### src/sv/mexp_pkg.sv
// Shared types and constants for the modular exponentiation unit.
package mexp_pkg;

  localparam int DATA_W = 32;
  localparam int NMOD_W = DATA_W + 1;

  // Register select, taken from paddr[2].
  localparam logic IDX_MODULUS  = 1'b0;
  localparam logic IDX_EXPONENT = 1'b1;

  typedef enum logic [1:0] {
    OP_REDUCE,
    OP_MUL,
    OP_SQR
  } op_t;

  typedef enum logic [2:0] {
    ST_IDLE,
    ST_RED,
    ST_RED_WAIT,
    ST_BIT,
    ST_MUL_WAIT,
    ST_SQR,
    ST_SQR_WAIT,
    ST_DONE
  } state_t;

  typedef struct packed {
    logic load;
    logic mm_start;
    op_t  op;
    logic wb_base;
    logic wb_result;
    logic shift_exp;
  } cmd_t;

  typedef struct packed {
    logic mm_done;
    logic exp_lsb;
    logic exp_zero;
  } status_t;

endpackage

### src/sv/mexp_modmul.sv
// Bit-serial modular multiplier: one bit of the left operand per cycle.
module mexp_modmul
  import mexp_pkg::*;
(
  input  logic              clk,
  input  logic              rst,
  input  logic              start,
  input  logic [DATA_W-1:0] a,
  input  logic [DATA_W-1:0] b,
  input  logic [NMOD_W-1:0] n,
  output logic [DATA_W-1:0] product,
  output logic              done
);

  localparam int CNT_W = $clog2(DATA_W);
  localparam int T_W   = NMOD_W + 1;

  logic              run;
  logic [CNT_W-1:0]  cnt;
  logic [NMOD_W-1:0] acc;
  logic [NMOD_W-1:0] acc_next;
  logic [DATA_W-1:0] a_sh;
  logic [DATA_W-1:0] b_r;
  logic [T_W-1:0]    t;
  logic [T_W-1:0]    n1;
  logic [T_W-1:0]    n2;
  logic [T_W-1:0]    t_sel;

  // The accumulator stays below n and the addend is at most n, so the
  // doubled sum stays below 3n and two conditional subtractions suffice.
  always_comb begin
    t  = {acc, 1'b0} + (a_sh[DATA_W-1] ? {{(T_W-DATA_W){1'b0}}, b_r} : '0);
    n1 = {1'b0, n};
    n2 = {n, 1'b0};
    if (t >= n2) begin
      t_sel = t - n2;
    end else if (t >= n1) begin
      t_sel = t - n1;
    end else begin
      t_sel = t;
    end
    acc_next = t_sel[NMOD_W-1:0];
  end

  always_ff @(posedge clk) begin
    if (rst) begin
      run  <= 1'b0;
      done <= 1'b0;
      cnt  <= '0;
    end else begin
      done <= 1'b0;
      if (start) begin
        run <= 1'b1;
        cnt <= '0;
      end else if (run) begin
        cnt <= cnt + 1'b1;
        if (cnt == CNT_W'(DATA_W - 1)) begin
          run  <= 1'b0;
          done <= 1'b1;
        end
      end
    end
  end

  always_ff @(posedge clk) begin
    if (start) begin
      acc  <= '0;
      a_sh <= a;
      b_r  <= b;
    end else if (run) begin
      acc  <= acc_next;
      a_sh <= {a_sh[DATA_W-2:0], 1'b0};
    end
  end

  assign product = acc[DATA_W-1:0];

endmodule

### src/sv/mexp_datapath.sv
// Datapath: operand registers, exponent shifter and the modular multiplier.
module mexp_datapath
  import mexp_pkg::*;
#(
  parameter int EFF_BITS = 32
)(
  input  logic              clk,
  input  logic              rst,
  input  cmd_t              cmd,
  output status_t           status,
  input  logic [DATA_W-1:0] value,
  input  logic [DATA_W-1:0] modulus,
  input  logic [DATA_W-1:0] exponent,
  output logic [DATA_W-1:0] result
);

  logic [DATA_W-1:0]   value_r;
  logic [NMOD_W-1:0]   n_r;
  logic [DATA_W-1:0]   base_r;
  logic [EFF_BITS-1:0] exp_r;
  logic [DATA_W-1:0]   mm_a;
  logic [DATA_W-1:0]   mm_b;
  logic [DATA_W-1:0]   mm_p;
  logic                mm_done;

  always_comb begin
    case (cmd.op)
      OP_REDUCE: begin
        mm_a = value_r;
        mm_b = DATA_W'(1);
      end
      OP_MUL: begin
        mm_a = result;
        mm_b = base_r;
      end
      OP_SQR: begin
        mm_a = base_r;
        mm_b = base_r;
      end
      default: begin
        mm_a = base_r;
        mm_b = base_r;
      end
    endcase
  end

  mexp_modmul u_modmul (
    .clk    (clk),
    .rst    (rst),
    .start  (cmd.mm_start),
    .a      (mm_a),
    .b      (mm_b),
    .n      (n_r),
    .product(mm_p),
    .done   (mm_done)
  );

  // A modulus of zero stands for 2^32.
  always_ff @(posedge clk) begin
    if (cmd.load) begin
      value_r <= value;
      n_r     <= {(modulus == '0), modulus};
      result  <= DATA_W'(1);
      exp_r   <= exponent[EFF_BITS-1:0];
    end else begin
      if (cmd.wb_result) result <= mm_p;
      if (cmd.wb_base)   base_r <= mm_p;
      if (cmd.shift_exp) exp_r  <= exp_r >> 1;
    end
  end

  assign status.mm_done  = mm_done;
  assign status.exp_lsb  = exp_r[0];
  assign status.exp_zero = (exp_r == '0);

endmodule

### src/sv/mexp_ctrl.sv
// Controller: sequences reduction, multiplies and squarings for one item.
module mexp_ctrl
  import mexp_pkg::*;
(
  input  logic    clk,
  input  logic    rst,
  input  logic    start,
  input  status_t status,
  output cmd_t    cmd,
  output logic    busy,
  output logic    done
);

  state_t state;
  state_t state_next;

  always_ff @(posedge clk) begin
    if (rst) begin
      state <= ST_IDLE;
    end else begin
      state <= state_next;
    end
  end

  always_comb begin
    state_next = state;
    case (state)
      ST_IDLE:     if (start) state_next = ST_RED;
      ST_RED:      state_next = ST_RED_WAIT;
      ST_RED_WAIT: if (status.mm_done) state_next = ST_BIT;
      ST_BIT: begin
        if (status.exp_zero) begin
          state_next = ST_DONE;
        end else if (status.exp_lsb) begin
          state_next = ST_MUL_WAIT;
        end else begin
          state_next = ST_SQR;
        end
      end
      ST_MUL_WAIT: if (status.mm_done) state_next = ST_SQR;
      ST_SQR: begin
        if (status.exp_zero) begin
          state_next = ST_DONE;
        end else begin
          state_next = ST_SQR_WAIT;
        end
      end
      ST_SQR_WAIT: if (status.mm_done) state_next = ST_BIT;
      ST_DONE:     state_next = ST_IDLE;
      default:     state_next = ST_IDLE;
    endcase
  end

  // The base is squared only while a higher exponent bit remains.
  always_comb begin
    cmd  = '0;
    busy = 1'b1;
    done = 1'b0;
    case (state)
      ST_IDLE: begin
        busy     = 1'b0;
        cmd.load = start;
      end
      ST_RED: begin
        cmd.mm_start = 1'b1;
        cmd.op       = OP_REDUCE;
      end
      ST_RED_WAIT: begin
        cmd.op      = OP_REDUCE;
        cmd.wb_base = status.mm_done;
      end
      ST_BIT: begin
        cmd.op = OP_MUL;
        if (!status.exp_zero) begin
          if (status.exp_lsb) begin
            cmd.mm_start = 1'b1;
          end else begin
            cmd.shift_exp = 1'b1;
          end
        end
      end
      ST_MUL_WAIT: begin
        cmd.op        = OP_MUL;
        cmd.wb_result = status.mm_done;
        cmd.shift_exp = status.mm_done;
      end
      ST_SQR: begin
        cmd.op       = OP_SQR;
        cmd.mm_start = !status.exp_zero;
      end
      ST_SQR_WAIT: begin
        cmd.op      = OP_SQR;
        cmd.wb_base = status.mm_done;
      end
      ST_DONE: begin
        done = 1'b1;
      end
      default: begin
        cmd = '0;
      end
    endcase
  end

endmodule

### src/sv/modular_exponentiation_unit.sv
// Top level of the modular exponentiation unit with its register port.
//
// Raises each accepted value to the exponent register modulo the modulus
// register (a modulus of zero acts as 2^32; an exponent of zero gives 1).
// An item is taken when start is high and busy is low; the residue and its
// low byte appear for one cycle with done, and must be captured then. The
// time per item is set by the bit-serial modular multiplier, which handles
// one multiplier bit per cycle. An item needs one reduction, one multiply
// per set exponent bit and one squaring per bit below the top set bit.
// Busy falls in the cycle after the beat. Registers sit at byte address 0
// (modulus) and 4 (exponent); paddr[2] selects between them.
module modular_exponentiation_unit
  import mexp_pkg::*;
#(
  parameter int EXP_BITS = 32
)(
  input  logic              clk,
  input  logic              rst,
  input  logic              psel,
  input  logic              penable,
  input  logic              pwrite,
  input  logic [2:0]        paddr,
  input  logic [31:0]       pwdata,
  output logic [31:0]       prdata,
  output logic              pready,
  input  logic              start,
  output logic              busy,
  input  logic [DATA_W-1:0] value,
  output logic              done,
  output logic [DATA_W-1:0] residue,
  output logic [7:0]        residue_low_byte
);

  localparam int EFF_BITS = (EXP_BITS < DATA_W) ? EXP_BITS : DATA_W;

  logic [DATA_W-1:0] modulus;
  logic [DATA_W-1:0] exponent;
  logic              wr_en;
  cmd_t              cmd;
  status_t           status;

  assign pready = 1'b1;
  assign wr_en  = psel && penable && pwrite;

  always_ff @(posedge clk) begin
    if (rst) begin
      modulus  <= DATA_W'(1);
      exponent <= DATA_W'(1);
    end else if (wr_en) begin
      case (paddr[2])
        IDX_MODULUS:  modulus  <= pwdata;
        IDX_EXPONENT: exponent <= pwdata;
        default:      modulus  <= modulus;
      endcase
    end
  end

  always_comb begin
    case (paddr[2])
      IDX_MODULUS:  prdata = modulus;
      IDX_EXPONENT: prdata = exponent;
      default:      prdata = '0;
    endcase
  end

  mexp_ctrl u_ctrl (
    .clk   (clk),
    .rst   (rst),
    .start (start),
    .status(status),
    .cmd   (cmd),
    .busy  (busy),
    .done  (done)
  );

  mexp_datapath #(
    .EFF_BITS(EFF_BITS)
  ) u_datapath (
    .clk     (clk),
    .rst     (rst),
    .cmd     (cmd),
    .status  (status),
    .value   (value),
    .modulus (modulus),
    .exponent(exponent),
    .result  (residue)
  );

  assign residue_low_byte = residue[7:0];

endmodule

### config.mk
export PLATFORM = sky130hd
export DESIGN_NAME = modular_exponentiation_unit
export DESIGN_NICKNAME = d
export VERILOG_FILES = /design/src/sv/mexp_pkg.sv /design/src/sv/mexp_modmul.sv /design/src/sv/mexp_datapath.sv /design/src/sv/mexp_ctrl.sv /design/src/sv/modular_exponentiation_unit.sv
export SDC_FILE = /design/constraint.sdc
export NUM_CORES = 1
export LEC_CHECK = 0
export BUFFER_PORTS_ARGS = -buffer_cell sky130_fd_sc_hd__buf_2
export CAP_MARGIN = 30
export CORE_ASPECT_RATIO = 0.9
export CORE_MARGIN = 3
export CORE_UTILIZATION = 31
export CTS_CLUSTER_SIZE = 40
export DETAILED_ROUTE_END_ITERATION = 10
export PLACE_DENSITY_LB_ADDON = 0.2
export SYNTH_ARGS = -nofsm -noshare
export SYNTH_HDL_FRONTEND = slang
export SYNTH_SLANG_ARGS = --single-unit
### constraint.sdc
create_clock -name clk -period 10.78 [get_ports clk]
set_input_delay 2.695 -clock clk [delete_from_list [all_inputs] [get_ports clk]]
set_output_delay 2.695 -clock clk [all_outputs]
set_load 0.01 [all_outputs]
Word-level counts from Yosys, hierarchy flattened
Index checks and enable logic that the tools add are counted.
Storage, ports and cells
  register bits after elaboration: 332
  bits of input ports: 73
  output and inout bits: 75
  logic and storage cells: 85
Cells by class
  add/subtract/negate cells: 4
  magnitude comparators: 2
  equality and inequality tests: 12
  muxes and demuxes: 32
  bitwise logic cells: 3
  reduce and logical (&&, ||, !) cells: 18
Operators by type and width (number)
  two-way mux 32 bit: 5
  one-hot mux 32 bit (2 select lines): 2
  two-way mux 33 bit: 2
  subtractor 33 bit: 2
  zero test 32 bit: 2
  adder 34 x 32 -> 34 bit: 1
  greater-or-equal comparator 34 x 33 -> 1 bit: 1
  greater-or-equal comparator 34 bit: 1
  one-hot mux 3 bit (7 select lines): 1
  two-way mux 1 bit: 15
  equality test 3 bit, second input constant: 4
  two-way mux 3 bit: 4
  OR reduction 2 bit: 4
  equality test 3 x 2 -> 1 bit, second input constant: 2
  AND reduction 2 bit: 3
  adder 5 x 1 -> 5 bit, second input constant: 1
  equality test 5 bit, second input constant: 1
  != test 2 x 1 -> 1 bit, second input constant: 2
  one-hot mux 2 bit (2 select lines): 1
  nonzero test 2 bit: 2
  equality test 3 x 1 -> 1 bit, second input constant: 1
  zero test 3 bit: 1
  inverter 1 bit: 3
  one-hot mux 1 bit (3 select lines): 1
  8 further kinds: 9

Longest topological paths before layout
Gate-level depths: netlist of the first run.
  depth in word-level cells: 6
  mapped depth: 25
  depth with buffers taken out: 21

Hierarchy
Synthesis of the first run repeated with hierarchy kept, for this count alone.
Unflattened totals
  cells, all modules: 1916
  area, all modules: 19906.6 µm²
By module, submodules not included
  mexp_modmul: times used 1, cells each 1151, area an instance 10005.8 µm², seq. area each 2722.6 µm²
  mexp_datapath: times used 1, cells each 437, area an instance 6522.5 µm², seq. area each 4514.3 µm²
  modular_exponentiation_unit: times used 1, cells each 291, area an instance 3129.3 µm², seq. area each 1281.2 µm²
  mexp_ctrl: times used 1, cells each 37, area an instance 249.0 µm², seq. area each 60.1 µm²

Worst setup path before layout of the first run
Ideal clock, no wire load.
  kind: input port to output port
  from: in paddr[2]
  to: out prdata[10]
  data arrival time: 3.677 ns
  data required time: 8.085 ns
  setup slack: 4.408 ns
  stages: 3
  path buffers: 2
  cell sequence: clkbuf_1 > buf_1 > mux2_2
On the way
  cells in the longest elaborated chain, start to end: 2
RTL lines
  start, declared: line modular_exponentiation_unit.sv:22  | input logic [2:0] paddr,
  inverter 1 bit (no source line)
  one-hot mux 32 bit (2 select lines) *: line modular_exponentiation_unit.sv:59  | case (paddr[2])
  end, declared: line modular_exponentiation_unit.sv:24  | output logic [31:0] prdata,
Mark *: on every way between the ends. The rest lies on a longest branch, timed or not.

Final worst setup path of the first run
  from: reg u_datapath.u_modmul.a_sh[31]
  to: reg u_datapath.u_modmul.acc[32]
On the way
  cells in the longest elaborated chain, start to end: 5
  elaborated cells on any way between the ends: 8
  those cells by class: add/sub (3); order compare (2); mux (3)
RTL lines
  start, declared: line mexp_modmul.sv:22  | logic [DATA_W-1:0] a_sh;
  start signal, assigned: line mexp_modmul.sv:72  | a_sh <= {a_sh[DATA_W-2:0], 1'b0};
  two-way mux 32 bit *: line mexp_modmul.sv:32  | t = {acc, 1'b0} + (a_sh[DATA_W-1] ? {{(T_W-DATA_W){1'b0}}, b_r} : '0);
  adder 34 x 32 -> 34 bit *: line mexp_modmul.sv:32
  subtractor 33 bit or greater-or-equal comparator 34 x 33 -> 1 bit (tied branches): line mexp_modmul.sv:38, mexp_modmul.sv:37
  two-way mux 33 bit: line mexp_modmul.sv:37  | end else if (t >= n1) begin
  two-way mux 33 bit *: line mexp_modmul.sv:35  | if (t >= n2) begin
  end signal, assigned: line mexp_modmul.sv:71  | acc <= acc_next;
  end, declared: line mexp_modmul.sv:20  | logic [NMOD_W-1:0] acc;
Marks and branches as above.
A chain may end at the register's enable or synchronous reset.

==> results of run 1 <==
[kinds of logic (layout without fill, tap and decap cells)]
kind of cell               count (synthesis)  after routing  synth area share
other                                      1              1         0.0002025
adders and majority gates                102            102           0.07013
DFF                                      332            332            0.4632
buffers and inverters                    170            303           0.03783
and+or+nand+nor                          624            624            0.1555
xor gates and xnor gates                  78             78           0.03689
muxes                                     78             78           0.04642
AOI/OAI and AO/OA                        550            550            0.1898
[per-stage QoR]
| stage | instances | hold WS [ps] | power (W) |
|---|---|---|---|
| final | 2842 | 466.7 | 0.006156 |
| after global routing | 2842 | 492.6 | 0.006579 |
| after CTS | 2841 | 466.6 | 0.006181 |
| after detailed placement | 2770 | 459.3 | 0.004831 |
| after global placement | 2769 | 448.1 | 0.004793 |
| after floorplan | 1935 | 441.4 | 0.003999 |
[synthesized netlist by cell type, types with 10 or more instances]
| library cell | number |
|---|---|
| o211ai_1 | 21 |
| o21bai_1 | 10 |
| a211oi_1 | 18 |
| edfxtp_1 | 193 |
| xnor2_1 | 50 |
| nand2b_1 | 10 |
| nand4_1 | 16 |
| ha_1 | 99 |
| buf_1 | 10 |
| xor2_1 | 28 |
| o21ai_0 | 53 |
| nand3_1 | 22 |
| o21a_1 | 22 |
| nor4_1 | 19 |
| a31oi_1 | 54 |
| o221ai_1 | 13 |
| and3_1 | 18 |
| a22oi_1 | 33 |
| nand2_1 | 301 |
| a21o_1 | 40 |
| clkbuf_1 | 77 |
| a21oi_1 | 214 |
| dfxtp_1 | 139 |
| inv_1 | 64 |
| nor2b_1 | 39 |
| nor2_1 | 103 |
| mux2i_1 | 15 |
| nor3_1 | 22 |
| and2_1 | 41 |
| mux2_2 | 63 |
[cells in the final DEF (no fill, tap or decap), drive strengths merged, types with 15 or more instances in the layout]
master / count
o211ai: 21
clkbuf: 57
a21o: 40
xor2: 28
nor2b: 39
nor2: 103
buf: 166
o21ai: 58
inv: 64
ha: 99
and3: 18
a22oi: 33
dfxtp: 139
nor4: 19
mux2i: 15
mux2: 63
edfxtp: 193
nor3: 23
o21a: 22
and2: 41
a21oi: 216
nand2: 301
xnor2: 50
nand3: 23
nand4: 16
a31oi: 54
a211oi: 20
[area by class of cell]
cell class | instances | area, um2 | share of cell area
Timing Repair Buffer | 166 | 925.9 | 0.04354
Inverter | 66 | 249.0 | 0.01171
Clock inverter | 14 | 170.2 | 0.008002
Tap cell | 774 | 968.4 | 0.04554
Multi-Input combinational cell | 1433 | 9278 | 0.4363
Sequential cell | 332 | 8579 | 0.4034
Clock buffer | 57 | 1095 | 0.05148
[how the worst max path moves through the flow]
stage                                       startpoint                     endpoint  depth (start not counted)  slack (ps)
after floorplan                               paddr[2]                   prdata[10]                          3        4410
after global placement    u_datapath.u_modmul.a_sh[31]  u_datapath.u_modmul.acc[32]                         19        3730
after detailed placement  u_datapath.u_modmul.a_sh[31]  u_datapath.u_modmul.acc[32]                         19        3680
after CTS                 u_datapath.u_modmul.a_sh[31]  u_datapath.u_modmul.acc[32]                         19        3660
after global routing      u_datapath.u_modmul.a_sh[31]  u_datapath.u_modmul.acc[32]                         19        3110
final                     u_datapath.u_modmul.a_sh[31]  u_datapath.u_modmul.acc[32]                         19        3570
[critical path: stages (launching register included)]
cell and delay (ps):
edfxtp_1 740, and2_1 300, ha_1 220, fa_1 430
a211oi_1 350, o211ai_1 230, a31oi_1 310, o21ai_1 170
a31o_2 330, a311oi_1 320, xnor2_1 270, ha_1 380
and2_1 240, a221o_1 350, or4_4 570, a21oi_4 230
o21ai_2 130, or3_2 830, mux2i_1 220, a2111oi_0 410
[metal layers]
| metal | vias to the layer above | share of wire |
|---|---|---|
| li1 | 7288 | - |
| met1 | 7268 | 0.45 |
| met2 | 266 | 0.50 |
| met3 | 71 | 0.031 |
| met4 | 0 | 0.018 |
| met5 | - | 0 |
[where the power goes]
| group | internal [W] | switching [W] | total, W |
|---|---|---|---|
| clock | 0.000780 | 0.000531 | 0.00131 |
| sequential | 0.00152 | 0.000121 | 0.00164 |
| combinational | 0.00124 | 0.00196 | 0.00320 |
==> results.txt, run 1 <==
The buffer levels on the longest clock path came out at 3. The residual antenna-violating net count after detailed routing came out at 0. The mapped netlist covers 18520 um2.

The number of distinct library cells after synthesis came out at 85. The portion of synthesized cell area occupied by the leading cell type came out at 0.3130. The final wirelength is about 54000 um. Across the VDD grid, the largest voltage drop is 170.3 uV. The number of max-cap violations came out at 0. The number of nets in the layout is ~2200. The clock latency of the later-clocked register in the worst-skew pair is 560 ps. In this run the most used layer during global routing was met2. The largest area contributor in the netlist is edfxtp_1. The flow ran to the end, and the final reports show no timing, DRC or antenna violations. The quantity of gates resized following cts is 0.

The number of hold buffers added after cts came out at 0. Clock tree synthesis selected as its root buffer the cell clkbuf_16. Setup repair after global routing left no endpoint under its margin. Once detailed placement completed, the half-perimeter wirelength came to 39650 um. The worst register-to-register path ends at u_datapath.u_modmul.acc[32]. Counting flops with an async set or reset pin after synthesis yields a share of 0.

The worst hold path was traced through 2 stages. Before antenna repair, the detailed router went through 5 iterations. The final-layout setup total negative slack is 0 ps. The min-delay analysis places its worst path in the category flip-flop to flip-flop. TritonCTS built the clock tree. The number of cells produced by synthesis is just under 2000. The share of cells above drive strength 1 came out at 0.1528. For this run, global-route usage on met3 was measured as 0.02021. The power per standard cell area is 289.5 nW/um2. The number of rows created at floorplan is 84. The path depth of the worst reg2reg path is 19. The clock tree skew after final layout came out at roughly 32 ps. The headroom to the max-slew limit came out at 0.3880.

For this design, the sink count on the clock tree is around 330. The total overflow left after global routing is 0. The post-detailed-route DRC marker count came out at 0. From bottom edge to top edge, the die measures between 200 and 250 um.

The number of flops mapped to enable cells by yosys came out at 193. The register bit count reported by yosys came out at roughly 330. The worst setup slack after layout is ~3600 ps. The total of endpoints with negative setup slack in the final report came out at 0. STA classifies the critical path endpoint as a flip-flop. After routing the design area is around 21000 um2. After synthesis, the cell types taking the most area are edfxtp_1 (31%), dfxtp_1 (15%), ha_1 (6.7%). In the final layout, the registers with the most flip-flops are u_datapath.n_r: 33 flops, u_datapath.u_modmul.acc: 33 flops.

The number of slew-limit violations in the final report is 0. The routed layout has between 10000 and 15000 vias. The initial cell density of the core came out at 0.3152. The actual transition at the worst max-transition pin came out at between 900 and 1000 ps. The nature of the critical path startpoint is a flip-flop. After detailed routing, the number of vias per cell comes to about 5.2. The source of the worst hold timing path is exponent[2]. The per-cell routed wire length came out at 19.06 um. The total track usage came out at 0.1680. The top flip-flop cell by instance count after synthesis is edfxtp_1. The via count of the first global-routing pass is about 15000. The clock transition at the register clock pins on the worst setup and hold paths after CTS is approximately 60 ps.

Buffers inserted during clock tree synthesis total 39. The number of filler cells placed in the layout came out at 5911. The global placer's final weighted congestion is 0.8745. OpenSTA, run right after detailed placement, puts the worst setup slack at ~3700 ps.

For this run, the top clock speed supported by timing is approximately 0.14 GHz. For this run, the number of Yosys warnings is 0. The arrival time of the worst setup path came out at 7640 ps.

The met2 global-route usage is 0.2943. Summing all placed instances gives a cell area of 19970 um2. The count of input and output buffers came out at between 100 and 150. Counting every net in the synthesized netlist gives around 2100. The overall die area came out at 62710 um2.

The layout-stage area growth over the synthesis result is 14.83%. The time the final worst path needs with I/O delays and setup is around 7200 ps. The final core utilization came out at 0.3620. Data on the critical path is required at its endpoint by roughly 11000 ps. The critical setup path kind is flip-flop to flip-flop. The I/O pin total is around 150.

In this run the worst path has a maximum fanout of 33. The leakage power is 8.321 nW. The width of the chip is between 200 and 300 um. The core footprint came out at approximately 60000 um2. The clock tree synthesis step divided the H-tree into 2 levels.

The wire length of the first global-routing pass came out at ~84000 um. The startpoint identified for the worst register-to-register timing path is u_datapath.u_modmul.a_sh[31]. The antenna diode instance count is 0.

In this run, the number of DRC markers left after iteration 0 of detailed routing was slightly above 1000. The worst-case register-to-register setup slack is 3570 ps. For hold timing, the worst endpoint is exponent[2]. For met1 alone, demand over resource in global routing was 0.2215. The maximum number of pins on one net before global-route repair came out at 95. The number of failing hold endpoints at the final stage is 0. The sequential element share of the synthesized area came out at 0.4632. The mean instance size in the synthesized netlist is 9.571 um2. Post-CTS timing repair inserted 0 buffers for setup. The period utilization is 0.6686. The initial antenna violation count was 0.
Note: power is estimated with default switching activity, not from simulation.
==> run 2: changes to the inputs <==
==> constraint.sdc (replaced) <==
create_clock -name clk -period 5.9 [get_ports clk]
set_input_delay 1.475 -clock clk [delete_from_list [all_inputs] [get_ports clk]]
set_output_delay 1.475 -clock clk [all_outputs]
set_load 0.01 [all_outputs]
==> run 2 against run 1 <==
Against the previous run:
- via count hardly changed
- critical path depth is 1 higher
- setup slack worse by 3400 ps
- non-clock buffer count grew 31
- sequential cell count unchanged
- sequential share of layout area fell by 0.28 points
- clock skew down 16 ps
- combinational power rose by 91%
- clock power up 74%
- worst hold slack about the same
- cell area increased by 0.70%
==> results.txt, run 2 (synthesized netlist as in run 1, its figures left out) <==
The startpoint identified for the worst register-to-register timing path is u_datapath.u_modmul.a_sh[31]. The sum of net half-perimeters after detailed placement came out at between 40000 and 50000 um. The iteration count of the initial detailed-routing pass is 6.

At the later pin of the worst-skew pair, clock insertion delay measures 550 ps. The die height came out at ~240 um. The number of filler cells placed in the layout came out at between 5000 and 6000. After floorplanning, the core was sized to cover ~59000 um2.

The nature of the critical path startpoint is a flip-flop. The largest registers in the layout are u_datapath.n_r: 33 flops, u_datapath.u_modmul.acc: 33 flops. The initial cell density of the core is 0.3152. The wire length of the first global-routing pass is between 80000 and 90000 um.

The overall overflow remaining after global route came out at 0. The share of power burned in combinational logic is 0.537. The fmax came out at ~0.17 GHz. Summed over all nets, the switching power comes to between 0.004 and 0.005 W. The H-tree level count came out at 2. The source of the worst hold timing path is exponent[2].

The critical setup path kind is flip-flop to flip-flop. The largest voltage drop on the vdd net came out at roughly 250 uV. The count of buffers added on input and output ports is about 140. The commonest non-fill, non-tap cell in the layout is nand2_1.

The min-delay analysis places its worst path in the category flip-flop to flip-flop. The per-cell via count in the routed design is between 5 and 6. The number of max-cap violations is 0. The worst setup slack after layout is 138.6 ps.

The period utilization came out at 0.9765. Setup violations remaining at the end of the flow were counted as 0. The number of instances on the worst hold path came out at 2. The area of combinational cells with multiple inputs is slightly above 9000 um2. The number of failing hold endpoints at the final stage came out at 0.

The arrival time of the worst setup path is roughly 6200 ps. The worst path required time is 6330 ps. The final core utilization came out at 0.3645. The number of slew-limit violations in the final report came out at 0. Routability-driven placement finished with a final weighted congestion of slightly above 0.9. The count of nets left with antenna violations once routing finished came out at 0. The worst slack at placement came out at between 50 and 60 ps. The total track usage came out at 0.1680.

The critical path capture point type is a flip-flop. The leakage power is between 8 and 9 nW. The CTS sink count came out at 332. The count of routing violations after the opening detailed-route iteration came out at between 1000 and 1500. TritonCTS built the clock tree. The switching part of the total came out at 0.4263. The I/O pin total is between 100 and 150.

The CTS buffer count came out at 38. The number of rows created at floorplan is 84. The worst path needs roughly 5800 ps of the cycle, external delays included. The initial antenna violation count came out at 2. The per-cell routed wire length is 18.89 um. The width of the chip is 263.6 um.

The actual transition at the worst max-transition pin came out at ~920 ps. The headroom to the max-slew limit came out at 0.3881. The via count of the first global-routing pass is 14364. The library cell used as clock root buffer is clkbuf_16.

The worst-case register-to-register setup slack is approximately 140 ps. The power per standard cell area is 531.4 nW/um2. For this run, design rule violations remaining after detail routing come to 0. Of all nets on the critical path, the largest fanout is 18. The share of cells above drive strength 1 came out at 0.1651. 0 antenna diodes ended up in the layout. The sequential cell fraction of total power came out at 0.262. Clock-pin slew was measured on the worst setup and hold paths at approximately 60 ps. The via count came out at 14889. Entering global routing, the biggest net connects 70 pins. The number of hold buffers added after cts is 0.

The endpoint identified for the worst register-to-register timing path is u_datapath.u_modmul.acc[12]. The clock passes through at most 3 buffers. The internal cell power came out at roughly 0.0065 W.

The worst hold path endpoint is exponent[2]. The top cell types in the final layout, fill and taps aside, are nand2_1 (301), a21oi_1 (214), edfxtp_1 (193), buf_2 (144), dfxtp_1 (138). For this block, the routed nets add up to ~54000 um of wire. Setup repair after global routing could not meet its margin everywhere. The layout-stage area growth over the synthesis result came out at 15.63%. For the worst flop-to-flop path, the logic depth is 20.

The clock network power share came out at 0.201. The storage element area came out at 8579 um2. The flow ran to the end, and the final reports show no timing, DRC or antenna violations.

The overall die area came out at 62710 um2. The number of nets in the layout is 2243. The clock tree skew after final layout is about 16 ps.
[run 2: cell types whose count changed in the layout (fill, tap and decap cells not counted), sizes merged]
cell      before  now
buf          166  197
clkbuf        57   56
clkinvlp       1    2
bufinv         3    1
clkinv        12   10
inv           64   65
[run 2: how the worst max path moves through the flow]
stage | from | endpoint | slack (ps) | cells after the start
floorplan | u_datapath.u_modmul.a_sh[31] | u_datapath.u_modmul.acc[6] | 370 | 23
global placement | u_datapath.u_modmul.a_sh[31] | u_datapath.u_modmul.acc[12] | 120 | 20
detailed placement | u_datapath.u_modmul.a_sh[31] | u_datapath.u_modmul.acc[12] | 60 | 20
CTS | u_datapath.u_modmul.a_sh[31] | u_datapath.u_modmul.acc[12] | 50 | 20
global route | u_datapath.u_modmul.a_sh[31] | u_datapath.u_modmul.acc[12] | -50 | 20
finish | u_datapath.u_modmul.a_sh[31] | u_datapath.u_modmul.acc[12] | 140 | 20
[run 2: final cells by class]
cell class                 count  area share
clock inverter                12    0.004090
tap                          774     0.04522
sequential                   332      0.4006
timing repair buffer         197     0.05299
multi-input combinational   1433      0.4340
clock buffer                  56     0.05142
inverter                      66     0.01163
[run 2: through the flow]
step | setup TNS (ps) | hold slack, ps | std cells | power (W) | area, um2
6_report | 0 | 466.5 | 2870 | 0.01138 | 21410
5_1_grt | -88.68 | 478.9 | 2870 | 0.01215 | 21410
4_1_cts | 0 | 466.6 | 2870 | 0.01141 | 21390
3_5_place_dp | 0 | 460.2 | 2801 | 0.009047 | 20190
3_3_place_gp | 0 | 447.7 | 2801 | 0.009035 | 20190
2_1_floorplan | 0 | 441.4 | 1935 | 0.007307 | 18520
[run 2: power groups by stage]
stage	Combinational [W]	Sequential [W]	Clock, W
6_report	0.00611	0.00298	0.00228
4_1_cts	0.00605	0.00299	0.00236
3_5_place_dp	0.00601	0.00304	0
5_1_grt	0.00670	0.00302	0.00244
3_3_place_gp	0.00600	0.00304	0
2_1_floorplan	0.00437	0.00294	0
[run 2: repair_timing]
item	4_1_cts	5_1_grt
setup endpoints to repair	1	21
resized for setup	1	5
pin swaps	2	3
setup buffers	1	0
[run 2: worst max-delay path, stage by stage (launching register included)]
cell	delay [ps]
edfxtp_1	380
buf_4	190
and2_1	180
fa_1	440
a211oi_2	230
o211ai_1	190
a31oi_1	260
o21ai_1	150
a31o_2	320
a311oi_2	340
xnor2_2	180
ha_1	300
and2_1	180
a221o_1	340
or4_4	560
a21oi_4	250
o21ai_2	130
or3_1	390
buf_6	200
mux2i_1	130
a211oi_1	270
[run 2: metal layers]
layer / track usage / routed length, um / vias up
li1: - / - / 7339
met1: 0.2236 / 24350 / 7202
met2: 0.2886 / 26530 / 281
met3: 0.02165 / 2055 / 67
met4: 0.04577 / 1294 / 0
met5: 0 / 0 / -
==> run 3: changes to the inputs <==
==> constraint.sdc (replaced) <==
create_clock -name clk -period 7.4 [get_ports clk]
set_input_delay 1.85 -clock clk [delete_from_list [all_inputs] [get_ports clk]]
set_output_delay 1.85 -clock clk [all_outputs]
set_load 0.1 [all_outputs]
==> run 3 against run 2 <==
Against the previous run:
- critical path depth did not move
- cell area fell by 0.69%
- critical endpoint unchanged
- sequential cell count did not move
- critical path type unchanged
- utilization fell by 0.25 points
==> results.txt, run 3 (synthesized netlist as in run 1, its figures left out) <==
The number of failing hold endpoints at the final stage was 0. The CTS buffer count is 38. The residual antenna-violating net count after detailed routing came out at 0.

The core footprint came out at 58750 um2. The total track usage is 0.1675. The sum of net half-perimeters after detailed placement is between 40000 and 50000 um. The number of post-CTS setup repair buffers came out at 0.

The overall die area is approximately 63000 um2. In this design, the stage delay of the slowest critical-path cell is between 500 and 600 ps. The path depth of the worst reg2reg path came out at 20. The critical path capture point type is a flip-flop. The clock tree from TritonCTS is built. The clock transition at the register clock pins on the worst setup and hold paths after CTS came out at ~60 ps. The signal on the critical path passes through and2_1, ha_1, fa_1, a211oi_1, o211ai_1, a31oi_1, o21ai_1, a31o_2, a311oi_1, xnor2_1, ha_1, and2_1, a221o_1, or4_4, a21oi_4, o21ai_2, or3_1, buf_4, mux2i_1, a211oi_1. The quantity of gates resized following cts is 0. The die is between 200 and 300 um wide. The clock latency of the later-clocked register in the worst-skew pair is roughly 560 ps.

The wire length of the first global-routing pass is 83680 um. The share of cells above drive strength 1 came out at 0.1544. The power per standard cell area came out at 422.9 nW/um2. The via count is roughly 15000. Setup repair after global routing left no endpoint under its margin. After detailed routing, the number of remaining DRC violations is 0.

The initial antenna violation count came out at 1. The maximum number of pins on one net before global-route repair is 70. The library cells used most frequently in the layout, excluding fill and tap cells, are nand2_1 (301), a21oi_1 (214), edfxtp_1 (193), buf_2 (144), dfxtp_1 (138). The startpoint identified for the worst hold timing path is exponent[1]. In this run the deepest clock path goes through 3 buffers. The worst hold path endpoint is exponent[1]. The actual transition at the worst max-transition pin came out at between 900 and 1000 ps. Of all nets on the critical path, the largest fanout is 23. In the routed layout, each cell is associated on average with a via count of approximately 5.2.

The area of combinational cells with multiple inputs came out at around 9300 um2. The endpoint of the worst-slack reg-to-reg timing path is u_datapath.u_modmul.acc[12]. The iteration count of the initial detailed-routing pass is 6.

The global placer's final weighted congestion is 0.8838. Summed over all layers, the global routing overflow is 0. The die height is 237.9 um. The number of max-cap violations came out at 0. The largest voltage drop on the vdd net is between 150 and 200 uV. The area growth from synthesis to layout is 14.84%. Summed over all failing endpoints, the final setup total negative slack is 0 ps. The initial utilization of the core area, before any placement, comes to 0.3152. The CTS sink count is 332. Buffers inserted to repair hold after CTS numbered 0. 0 antenna diodes ended up in the layout. The detailed router finished its first iteration with 1040 violations. 148 I/O pins were placed.

The via count of the first global-routing pass is 14530. The commonest non-fill, non-tap cell in the layout is nand2_1. The standard cell with the maximum stage delay on the critical path is or4_4. The number of instances on the worst hold path is 2. The largest registers in the layout are u_datapath.n_r: 33 flops, u_datapath.u_modmul.acc: 33 flops. The arrival time of the worst setup path came out at 7050 ps. The H-tree was split into 2 levels.

The worst path required time came out at a little under 8000 ps. The final wirelength came out at approximately 54000 um. The clock tree skew after final layout is 29.41 ps. In this run the clock root is driven by a clkbuf_16. The flow ran to the end, and the final reports show no timing, DRC or antenna violations.

Registers take 8579 um2. The number of filler cells placed in the layout came out at slightly below 6000. STA classifies the critical path startpoint as a flip-flop. The analysis attributes to cell leakage a power of between 8 and 9 nW. The number of slew-limit violations in the final report is 0. The per-cell routed wire length came out at approximately 19 um. In this run the critical register-to-register path is launched from u_datapath.u_modmul.a_sh[31]. The number of nets in the layout is 2217.

The time the final worst path needs with I/O delays and setup is roughly 6600 ps. Once layout is complete, the utilization of the core stands at 0.3620. The critical setup path kind is flip-flop to flip-flop. The headroom to the max-slew limit is 0.3883. The count of buffers added on input and output ports is roughly 140. The period utilization came out at 0.8920. The worst-case register-to-register setup slack is about 800 ps. The number of rows created at floorplan came out at 84. The total of endpoints with negative setup slack in the final report came out at 0.

In this run the worst hold path is classified as flip-flop to flip-flop. The fmax is between 0.15 and 0.2 GHz.
==> run 3: changes by cell type in the layout (fill, tap and decap cells not counted), moves of 2 or more <==
cell / change
clkinv_8: +2
clkinv_1: -3
clkbuf_8: -2
buf_4: -25
bufinv_16: +2
clkinvlp_4: -2
clkinv_2: +2
==> run 3: cell type report <==
| class | instances | share of cell area |
|---|---|---|
| Sequential cell | 332 | 0.4034 |
| Tap cell | 774 | 0.04554 |
| Inverter | 66 | 0.01171 |
| Clock buffer | 55 | 0.05066 |
| Clock inverter | 15 | 0.008531 |
| Multi-Input combinational cell | 1433 | 0.4358 |
| Timing Repair Buffer | 171 | 0.04436 |
==> run 3: where the power goes <==
| part | internal (W) | switching, W | leakage [nW] | total [W] |
|---|---|---|---|---|
| Combinational | 0.00179 | 0.00293 | 4.76 | 0.00471 |
| Sequential | 0.00221 | 0.000170 | 2.97 | 0.00238 |
| Clock | 0.00113 | 0.000767 | 0.616 | 0.00189 |
==> run 3: worst max-delay path, delay by kind of cell, from the launching register on <==
| family | cells | cell delay [ps] |
|---|---|---|
| AOI/OAI and AO/OA | 10 | 2680 |
| and+or+nand+nor | 4 | 1520 |
| adders and majority gates | 3 | 1040 |
| DFF | 1 | 480 |
| buffers and inverters | 1 | 330 |
| xor gates and xnor gates | 1 | 270 |
| muxes | 1 | 160 |
==> run 3: metal layers <==
| layer | GRT usage | wire length, um |
|---|---|---|
| met4 | 0.03675 | 903 |
| met1 | 0.2223 | 24090 |
| met2 | 0.2911 | 26780 |
| met3 | 0.02361 | 2064 |
| met5 | 0 | 0 |
==> run 3: worst max path at each step <==
stage                            startpoint                           to  slack, ps
3_5_place_dp   u_datapath.u_modmul.a_sh[31]  u_datapath.u_modmul.acc[12]        940
4_1_cts        u_datapath.u_modmul.a_sh[31]  u_datapath.u_modmul.acc[12]        880
5_1_grt        u_datapath.u_modmul.a_sh[31]  u_datapath.u_modmul.acc[25]        510
3_3_place_gp   u_datapath.u_modmul.a_sh[31]  u_datapath.u_modmul.acc[12]       1060
6_report       u_datapath.u_modmul.a_sh[31]  u_datapath.u_modmul.acc[12]        800
2_1_floorplan  u_datapath.u_modmul.a_sh[31]   u_datapath.u_modmul.acc[6]       1870
==> run 3: stage by stage <==
step	setup WS, ps	cell area (um2)	hold WS (ps)	instances	power, W
after CTS	881.5	21270	467.1	2846	0.009044
after detailed placement	941.4	20010	456.8	2776	0.007096
after floorplan	1874	18520	441.4	1935	0.005865
final	799.0	21270	464.3	2846	0.008993
after global placement	1057	19980	448.0	2775	0.007070
after global routing	507.2	21270	495.7	2846	0.009633
